File: config.mk
export PLATFORM = sky130hd
export DESIGN_NAME = qubit_marginal_probability_top
export DESIGN_NICKNAME = d
export VERILOG_FILES = /design/src/rtl/qmp_pkg.sv /design/src/rtl/qmp_front.sv /design/src/rtl/qmp_back.sv /design/src/rtl/qubit_marginal_probability_top.sv
export SDC_FILE = /design/constraint.sdc
export NUM_CORES = 2
export LEC_CHECK = 0
export BUFFER_PORTS_ARGS = -buffer_cell sky130_fd_sc_hd__clkbuf_2
export CORE_UTILIZATION = 45
export DETAILED_ROUTE_END_ITERATION = 16
export GPL_ROUTABILITY_DRIVEN = 0
export HOLD_SLACK_MARGIN = 0.06
export PLACE_DENSITY = 0.57
export SLEW_MARGIN = 20
export SYNTH_ARGS = -nofsm -noshare
export SYNTH_HDL_FRONTEND = slang
export SYNTH_HIERARCHICAL = 1
export SYNTH_SLANG_ARGS = --single-unit
File: constraint.sdc
create_clock -name clk_i -period 14.4 [get_ports clk_i]
set_clock_uncertainty 0.05 [all_clocks]
set_input_delay 0 -clock clk_i [delete_from_list [all_inputs] [get_ports clk_i]]
set_output_delay 0 -clock clk_i [all_outputs]
set_load 0.02 [all_outputs]
File: src/rtl/qmp_pkg.sv
// ----------------------------------------------------------------------------
// qmp_pkg
// Shared widths, constants and types of the marginal probability block.
// ----------------------------------------------------------------------------
package qmp_pkg;

  localparam int unsigned QMP_MAX_QUBITS = 10;

  localparam int unsigned AmpW   = 16;  // signed Q1.15 amplitude part
  localparam int unsigned CountW = 4;   // qubit count register
  localparam int unsigned QnumW  = 4;   // qubit number of a result
  localparam int unsigned ProbW  = 42;  // unsigned Q12.30 probability
  localparam int unsigned SqW    = 31;  // one squared part, at most 2^30
  localparam int unsigned MagW   = 32;  // re^2 + im^2
  localparam int unsigned NumW   = 5;   // active qubit count, up to MAX_QUBITS
  localparam int unsigned DiffW  = ProbW + 2;

  localparam logic signed [DiffW-1:0] OneQ30  = 44'sh000_4000_0000;
  localparam logic signed [DiffW-1:0] ZeroMin = 44'shE00_0000_0000;

  // handoff of a finished run from the accumulator side to the result side
  typedef struct packed {
    logic            load;
    logic [NumW-1:0] num;
  } qmp_snap_t;

endpackage

File: src/rtl/qmp_front.sv
// ----------------------------------------------------------------------------
// qmp_front
// Amplitude intake: squares, run index tracking and per-qubit accumulation.
// ----------------------------------------------------------------------------
module qmp_front import qmp_pkg::*; #(
  parameter int unsigned MAX_QUBITS = QMP_MAX_QUBITS
) (
  input  logic                    clk_i,
  input  logic                    rst_ni,
  input  logic                    cfg_we_i,
  input  logic [CountW-1:0]       cfg_wdata_i,
  input  logic                    push_i,
  input  logic signed [AmpW-1:0]  amp_real_i,
  input  logic signed [AmpW-1:0]  amp_imag_i,
  output logic                    full_o,
  input  logic                    bank_free_i,
  output qmp_snap_t               snap_o,
  output logic [ProbW-1:0]        acc_o [MAX_QUBITS]
);

  localparam int unsigned CW = $clog2(MAX_QUBITS + 1);
  localparam int unsigned IW = (MAX_QUBITS > 1) ? $clog2(MAX_QUBITS) : 1;

  logic [CW-1:0]         n_q, n_d;
  logic [MAX_QUBITS-1:0] idx_q, idx_d;
  logic [MAX_QUBITS-1:0] last_idx;
  logic [MAX_QUBITS-1:0] mask;
  logic                  is_last;
  logic                  accept;

  logic                  s1_valid_q, s1_valid_d;
  logic                  s1_last_q;
  logic [MAX_QUBITS-1:0] s1_mask_q;
  logic [SqW-1:0]        s1_sq_re_q, s1_sq_im_q;
  logic signed [2*AmpW-1:0] sq_re, sq_im;
  logic                  s1_fire;
  logic [MagW-1:0]       mag;

  logic [ProbW-1:0]      acc_q [MAX_QUBITS];
  logic [ProbW-1:0]      acc_next [MAX_QUBITS];
  logic [ProbW:0]        acc_sum [MAX_QUBITS];

  // clamp the written count into 1..MAX_QUBITS
  always_comb begin
    logic [NumW-1:0] wr_ext;
    wr_ext = NumW'(cfg_wdata_i);
    if (wr_ext == '0) begin
      n_d = CW'(1);
    end else if (wr_ext > NumW'(MAX_QUBITS)) begin
      n_d = CW'(MAX_QUBITS);
    end else begin
      n_d = CW'(wr_ext);
    end
  end

  // last index of a run is n ones; qubit q looks at index bit n-1-q
  always_comb begin
    int pos;
    pos = 0;
    for (int b = 0; b < MAX_QUBITS; b++) begin
      last_idx[b] = (b < int'(n_q));
    end
    for (int q = 0; q < MAX_QUBITS; q++) begin
      pos = int'(n_q) - 1 - q;
      mask[q] = 1'b0;
      if (pos >= 0) begin
        mask[q] = idx_q[pos[IW-1:0]];
      end
    end
  end

  assign is_last = (idx_q == last_idx);

  // a final amplitude waits in stage one until the result bank is free
  assign s1_fire = s1_valid_q && (!s1_last_q || bank_free_i);
  assign full_o  = s1_valid_q && s1_last_q && !bank_free_i;
  assign accept  = push_i && !full_o;

  assign sq_re = amp_real_i * amp_real_i;
  assign sq_im = amp_imag_i * amp_imag_i;

  always_comb begin
    idx_d = idx_q;
    if (cfg_we_i) begin
      idx_d = '0;
    end else if (accept) begin
      idx_d = is_last ? '0 : idx_q + MAX_QUBITS'(1);
    end
  end

  always_comb begin
    s1_valid_d = s1_valid_q;
    if (accept) begin
      s1_valid_d = 1'b1;
    end else if (s1_fire) begin
      s1_valid_d = 1'b0;
    end
  end

  assign mag = MagW'(s1_sq_re_q) + MagW'(s1_sq_im_q);

  // parallel saturating adds, one per qubit lane
  always_comb begin
    for (int q = 0; q < MAX_QUBITS; q++) begin
      acc_sum[q]  = {1'b0, acc_q[q]} + (ProbW + 1)'(mag);
      acc_next[q] = acc_q[q];
      if (s1_mask_q[q]) begin
        acc_next[q] = acc_sum[q][ProbW] ? '1 : acc_sum[q][ProbW-1:0];
      end
    end
  end

  assign acc_o       = acc_next;
  assign snap_o.load = s1_fire && s1_last_q;
  assign snap_o.num  = NumW'(n_q);

  always_ff @(posedge clk_i or negedge rst_ni) begin
    if (!rst_ni) begin
      n_q        <= CW'(1);
      idx_q      <= '0;
      s1_valid_q <= 1'b0;
    end else begin
      if (cfg_we_i) begin
        n_q <= n_d;
      end
      idx_q      <= idx_d;
      s1_valid_q <= s1_valid_d;
    end
  end

  always_ff @(posedge clk_i) begin
    if (accept) begin
      s1_last_q  <= is_last;
      s1_mask_q  <= mask;
      s1_sq_re_q <= SqW'(sq_re);
      s1_sq_im_q <= SqW'(sq_im);
    end
  end

  always_ff @(posedge clk_i or negedge rst_ni) begin
    if (!rst_ni) begin
      for (int q = 0; q < MAX_QUBITS; q++) begin
        acc_q[q] <= '0;
      end
    end else begin
      for (int q = 0; q < MAX_QUBITS; q++) begin
        if (cfg_we_i || snap_o.load) begin
          acc_q[q] <= '0;
        end else if (s1_fire) begin
          acc_q[q] <= acc_next[q];
        end
      end
    end
  end

endmodule

File: src/rtl/qmp_back.sv
// ----------------------------------------------------------------------------
// qmp_back
// Result bank of a finished run and the output register that drains it.
// ----------------------------------------------------------------------------
module qmp_back import qmp_pkg::*; #(
  parameter int unsigned MAX_QUBITS = QMP_MAX_QUBITS
) (
  input  logic                    clk_i,
  input  logic                    rst_ni,
  input  qmp_snap_t               snap_i,
  input  logic [ProbW-1:0]        acc_i [MAX_QUBITS],
  output logic                    bank_free_o,
  input  logic                    pop_i,
  output logic                    empty_o,
  output logic [QnumW-1:0]        qubit_number_o,
  output logic [ProbW-1:0]        prob_one_o,
  output logic signed [ProbW-1:0] prob_zero_o,
  output logic                    last_result_o
);

  localparam int unsigned IW = (MAX_QUBITS > 1) ? $clog2(MAX_QUBITS) : 1;

  logic [ProbW-1:0]  bank_q [MAX_QUBITS];
  logic [NumW-1:0]   num_q;
  logic              busy_q;
  logic [IW-1:0]     ptr_q;
  logic              ptr_last;
  logic              load;
  logic              out_valid_q;
  logic [ProbW-1:0]  p1;
  logic signed [DiffW-1:0] diff;
  logic signed [ProbW-1:0] p0;

  assign bank_free_o = !busy_q;
  assign ptr_last    = ((NumW'(ptr_q) + NumW'(1)) == num_q);
  assign load        = busy_q && (!out_valid_q || pop_i);

  assign p1   = bank_q[ptr_q];
  assign diff = OneQ30 - $signed({2'b00, p1});
  assign p0   = (diff < ZeroMin) ? ZeroMin[ProbW-1:0] : diff[ProbW-1:0];

  always_ff @(posedge clk_i or negedge rst_ni) begin
    if (!rst_ni) begin
      busy_q      <= 1'b0;
      ptr_q       <= '0;
      out_valid_q <= 1'b0;
    end else begin
      if (snap_i.load) begin
        busy_q <= 1'b1;
        ptr_q  <= '0;
      end else if (load) begin
        ptr_q <= ptr_q + IW'(1);
        if (ptr_last) begin
          busy_q <= 1'b0;
        end
      end
      if (load) begin
        out_valid_q <= 1'b1;
      end else if (pop_i) begin
        out_valid_q <= 1'b0;
      end
    end
  end

  always_ff @(posedge clk_i) begin
    if (snap_i.load) begin
      bank_q <= acc_i;
      num_q  <= snap_i.num;
    end
    if (load) begin
      qubit_number_o <= QnumW'(ptr_q);
      prob_one_o     <= p1;
      prob_zero_o    <= p0;
      last_result_o  <= ptr_last;
    end
  end

  assign empty_o = !out_valid_q;

endmodule

File: src/rtl/qubit_marginal_probability_top.sv
// ----------------------------------------------------------------------------
// qubit_marginal_probability_top
// Marginal one/zero probabilities of every qubit of a streamed state vector.
// ----------------------------------------------------------------------------
// Usage:
//   Push the 2^n amplitudes of a state vector in index order on push/full;
//   one transaction is taken per cycle while full is low. Each part is
//   signed Q1.15. n comes from the qubit count register (0 acts as 1,
//   above MAX_QUBITS acts as MAX_QUBITS); write it with cfg_we_i only while
//   the block is idle. A write also restarts the run.
//   After the final amplitude of a run the block offers n results on
//   empty/pop, qubit 0 (the most significant index bit) first, with
//   last_result_o set on the final one. prob_zero_o saturates at -2^41.
//   With the result bank free, the final amplitude passes the square
//   register, then the result bank, then the output register before the
//   first result shows; further results follow one per cycle while pop
//   stays high. Throughput: one amplitude per cycle while full is low,
//   set by the two squarers and the parallel per-qubit adders. The
//   result bank holds one finished run; a final amplitude that arrives
//   while the previous run still drains holds in the square stage and
//   raises full until the bank empties.
//   Reset clears the run index, accumulators and all valid flags, sets the
//   qubit count to 1 and leaves empty high.
// ----------------------------------------------------------------------------
module qubit_marginal_probability_top import qmp_pkg::*; #(
  parameter int unsigned MAX_QUBITS = QMP_MAX_QUBITS
) (
  input  logic                    clk_i,
  input  logic                    rst_ni,
  input  logic                    cfg_we_i,
  input  logic [CountW-1:0]       cfg_wdata_i,
  input  logic                    push,
  output logic                    full,
  input  logic signed [AmpW-1:0]  amp_real_i,
  input  logic signed [AmpW-1:0]  amp_imag_i,
  output logic                    empty,
  input  logic                    pop,
  output logic [QnumW-1:0]        qubit_number_o,
  output logic [ProbW-1:0]        prob_one_o,
  output logic signed [ProbW-1:0] prob_zero_o,
  output logic                    last_result_o
);

  qmp_snap_t        snap;
  logic             bank_free;
  logic [ProbW-1:0] acc [MAX_QUBITS];

  // front: squares each amplitude and adds it into the lanes of its set bits
  qmp_front #(
    .MAX_QUBITS(MAX_QUBITS)
  ) u_front (
    .clk_i       (clk_i),
    .rst_ni      (rst_ni),
    .cfg_we_i    (cfg_we_i),
    .cfg_wdata_i (cfg_wdata_i),
    .push_i      (push),
    .amp_real_i  (amp_real_i),
    .amp_imag_i  (amp_imag_i),
    .full_o      (full),
    .bank_free_i (bank_free),
    .snap_o      (snap),
    .acc_o       (acc)
  );

  // back: hold a finished run and drain it one qubit per transaction
  qmp_back #(
    .MAX_QUBITS(MAX_QUBITS)
  ) u_back (
    .clk_i          (clk_i),
    .rst_ni         (rst_ni),
    .snap_i         (snap),
    .acc_i          (acc),
    .bank_free_o    (bank_free),
    .pop_i          (pop),
    .empty_o        (empty),
    .qubit_number_o (qubit_number_o),
    .prob_one_o     (prob_one_o),
    .prob_zero_o    (prob_zero_o),
    .last_result_o  (last_result_o)
  );

endmodule

* Word level (Yosys, flattened, before mapping)
Cells that the tools add are included.
** Word-level totals
- Register bits :: 1027
- Bits in latches :: 0
- Memory bits (writable) :: 0
- Bits in read-only memories :: 0
- Input bits :: 41
- Output and inout bits :: 91
- Logic and storage cells :: 205
- Memories :: 0
** Cells by class
- Add/sub/neg operators :: 25
- Multiply operators :: 2
- Divide/modulo/power cells :: 0
- Order comparisons :: 33
- Equal/unequal tests :: 2
- Shift-type cells :: 0
- Multiplexer cells :: 77
- Bitwise logic cells :: 1
- Reductions and logical operators :: 21
** Operators with widths (count)
- $mux 42 :: 42
- $add 42x32->43 :: 10
- $ge 32x1->1 const B :: 10
- $bmux 42 s4 :: 1
- $sub 32x4->32 const B :: 4
- $sub 32x3->32 const B :: 2
- $sub 32x5->32 const B :: 2
- $mul 16x16->31 :: 2
- $lt 4x5->1 const B :: 10
- $lt 44x42->1 const B :: 1
- $sub 31x42->43 const A :: 1
- $bmux 1 s4 :: 10
- $add 31x31->32 :: 1
- $sub 32x2->32 const B :: 1
- $mux 10 :: 3
- $mux 1 :: 17
- $lt 3x4->1 const A :: 4
- $mux 4 :: 4
- $reduce_bool 2->1 :: 6
- $add 10x1->10 const B :: 1
- $eq 10x10->1 :: 1
- $lt 1x4->1 const A :: 2
- $lt 2x4->1 const A :: 2
- $lt 4x4->1 const A :: 2
- 12 further kinds :: 22

* Longest topological paths before layout
- Depth after elaboration :: 6
- Gate-level depth with buffers :: 26
- Mapped depth without buffers :: 25

* Cells and area by module
Netlist, hierarchy kept.
** By module, submodules not included
- qmp_front :: times used 1, cells an instance 7402, area each 61901.9 um^2, sequential area each 13018.7 um^2
- qmp_back :: times used 1, cells an instance 1092, area each 20766.2 um^2, sequential area each 15584.9 um^2

* Least setup slack after synthesis
No wires, ideal clock.
- Kind :: register to register
- From :: reg u_front.s1_valid_q
- To :: reg u_back/bank_q[0] (netlist name), enable pin
- Setup time :: 0.850 ns
- Arrival :: 10.215 ns
- Data required time :: 13.500 ns
- Setup slack :: 3.285 ns
- Stages on the path, launching flop included :: 2
- Buffers on the path :: 0
- Period minus slack after synthesis :: 11.115 ns
- Path through :: dfrtp_1 -> and3_1
** RTL lines
- from (decl) :: RTL line qmp_front.sv:31 : logic s1_valid_q, s1_valid_d;
- from (signal assigned) :: RTL line qmp_front.sv:127 : s1_valid_q <= s1_valid_d;
- to (signal assigned) :: RTL line qmp_back.sv:67 : bank_q <= acc_i;
- to (decl) :: RTL line qmp_back.sv:23 : logic [ProbW-1:0] bank_q [MAX_QUBITS];

==> out/results.tsv <==
metric	value	unit
rows	156	
drtIter0Drc	4993	
grt_pass1_vias	65300	
wl_met3	10900	um
worst_slew_pin_slew	1.09	ns
fin_setup_tns	0	ns
crit_path_start_kind	flip-flop	
synth_simple_gate_area_share	12.8	%
start_util	45.5	%
finalMaxSlewViolations	0	
fin_crit_sh	47.0	%
dp_hpwl	180000	um
synth_area_leaders	edfxtp_1 (21%), dfrtp_1 (13%), fa_1 (11%), ha_1 (8.2%), nor2_1 (3.8%)	
clock_latency	0.77	ns
synth.avg_cell_area	9.73	um^2
postRouteWirelength	243000	um
wl_met1	104000	um
fmax	148	MHz
synth-adder-area-share	19.5	%
portBuffers	131	
crit_path_max_fanout	10	
status	completed	
highest_layer	met5	
worstSetupPathType	flip-flop to flip-flop	
coreArea	182000	um^2
fin_area	89800	um^2
die_w	431	um
fillers	16800	
grt_pass1_wl	375000	um
clockBufferDepth	3	
hold_viol	0	
vias	64700	
viasPerCell	5.90	
synth.distinct_cells	118	
synth_top_cell_by_area	edfxtp_1	
io_pins	132	
seq_area	28600	um^2
clkTransAtPathRegs	0.06	ns
maxSlewHeadroom	25.4	%
synthMuxAreaShare	3.26	%
drtPass1Iterations	8	
dp_slack	7.45	ns
netlist_top_cells_count	nor2_1 (841), inv_1 (783), nand2_1 (616), a21oi_1 (614), edfxtp_1 (585)	
rsz0062_at_grt	no	
cts_setup_buffers	0	
worst-r2r-cell-count	23	
clock_sinks	1026	
ant_nets	0	
wl_met2	119000	um
yosysSeqAreaShare	34.6	%
hold_path.class	input pin to flip-flop	
drive_gt1_share	7.36	%
cts_made_buffers	116	
dieArea	185000	um^2
grt_max_degree	153	
synthXorXnorAreaFrac	4.82	%
holdWs	0.0940	ns
required	14.85	ns
fp.dieH	431	um
track_usage	25.8	%
drc_errors	0	
synth_top_area_share	21.2	%
ys_warn_count	6	
ys_ff_latch	1026	
synth_enable_flop_cells	585	
htreeDepth	3	
area_growth	8.60	%
hold_depth	2	
fin_crit	6.77	ns
multiInputGateArea	49400	um^2
placed_area	85500	um^2
crit_arrival	7.22	ns
antenna_found_initial	5	
root_buffer	clkbuf_16	
synth_nets	9543	
synthFlopType	edfxtp_1	
synth_cells	8494	
end_kind	flip-flop	
wl_per_cell	22.1	um
syn_area	82700	um^2
synth_top_family_by_area	adder cells	
layout_setup_ws	7.63	ns
maxCapViolCount	0	
yosysMostFrequentCell	nor2_1	
finalSetupViolations	0	
async_flop_share	43.0	%
synth_compound_area_share	19.2	%
grt_overflow	0	
cts_tree	built	
layout.nets	9536	
==> per-stage QoR <==
stage / std cells / util, %
after global placement: 10700 / 47.1
after global routing: 11000 / 49.5
after detailed placement: 10700 / 47.1
after CTS: 11000 / 49.5
final: 11000 / 49.5
after floorplan: 8494 / -
==> what timing repair did <==
item,in CTS,in global routing
hold buffers,23,0
endpoints found under the hold margin,290,0
resized for setup,0,0
==> cell usage in the layout (no fill, tap or decap), types with 69 or more instances in the layout <==
master	instances
nor2_1	839
inv_1	782
nand2_1	615
a21oi_1	611
edfxtp_1	585
ha_1	540
fa_1	468
dfrtp_1	436
o21ai_0	330
xnor2_1	281
a21o_1	280
a22o_1	231
nand3_1	170
xor2_1	169
a31oi_1	142
clkbuf_2	130
clkbuf_16	118
mux2i_1	118
and2_1	109
buf_4	101
and3_1	90
o21a_1	81
a211oi_1	71
nand2b_1	70
nor3_1	69
==> layout make-up <==
type | count | share of cell area, %
Multi-Input combinational cell | 6293 | 55.1
Antenna cell | 3 | 0.00836
Tap cell | 2370 | 3.30
Sequential cell | 1026 | 31.9
Inverter | 792 | 3.31
Clock buffer | 165 | 3.73
Clock inverter | 56 | 0.796
Timing Repair Buffer | 258 | 1.93
==> flip-flops by register name, indices dropped and copies added, names as in the netlist <==
register	cells
u_back/num_q	5
u_back/bank_q	420
u_back/qubit_number_o	4
u_front/s1_last_q	1
u_front/acc_q	420
u_front/s1_sq_im_q	30
u_front/n_q	4
u_front/s1_mask_q	10
u_front/s1_valid_q	1
u_front/s1_sq_re_q	30
u_front/idx_q	10
u_back/prob_one_o	42
u_back/out_valid_q	1
u_back/ptr_q	4
u_back/busy_q	1
u_back/prob_zero_o	42
u_back/last_result_o	1
==> path summary, 6_finish.rpt <==
check	from	endpoint	slack, ns
max in group asynchronous	rst_ni	u_back/ptr_q[3]	11.42
hold reg to reg	u_front/acc_q[58]	u_front/acc_q[58]	0.46
hold / removal	amp_imag_i[1]	u_front/s1_sq_im_q[2]	0.09
setup reg to reg	u_front/s1_sq_re_q[10]	u_back/bank_q[77]	7.63
setup / recovery	u_front/s1_sq_re_q[10]	u_back/bank_q[77]	7.63
min in group asynchronous	rst_ni	u_front/acc_q[341]	0.43
==> kinds of logic after synthesis <==
family	count (synthesis)
compound gates	2354
xor+xnor	455
fa+ha+maj	1008
buf+inv	1175
flops	1026
mux	200
other cells	1
simple gates	2275
==> routing by layer <==
layer / vias up / track usage [%]
met4: 2 / 10.1
met5: - / 0
met1: 32100 / 33.1
met2: 1849 / 44.7
met3: 445 / 2.66
li1: 30200 / -
==> critical path: stages, from the launching register on <==
cell       delay (ns)
edfxtp_1         0.38
ha_1             0.37
a22o_1           0.24
or4_1            0.38
a21oi_1          0.25
nor2_1           0.12
a21oi_1          0.30
o21bai_1         0.13
a21oi_1          0.32
o21bai_1         0.15
a21oi_1          0.20
xnor2_1          0.08
buf_4            0.20
ha_1             0.28
a21o_1           0.20
a21o_1           0.19
a21o_1           0.19
a31oi_1          0.36
a221o_1          0.26
o21ai_0          0.07
a21oi_1          0.60
a2bb2oi_1        0.74
o21ai_1          0.19
a21o_1           0.20
Power is not shown: default switching activity piles up to over one toggle a cycle in this logic, so the estimate is an artifact.
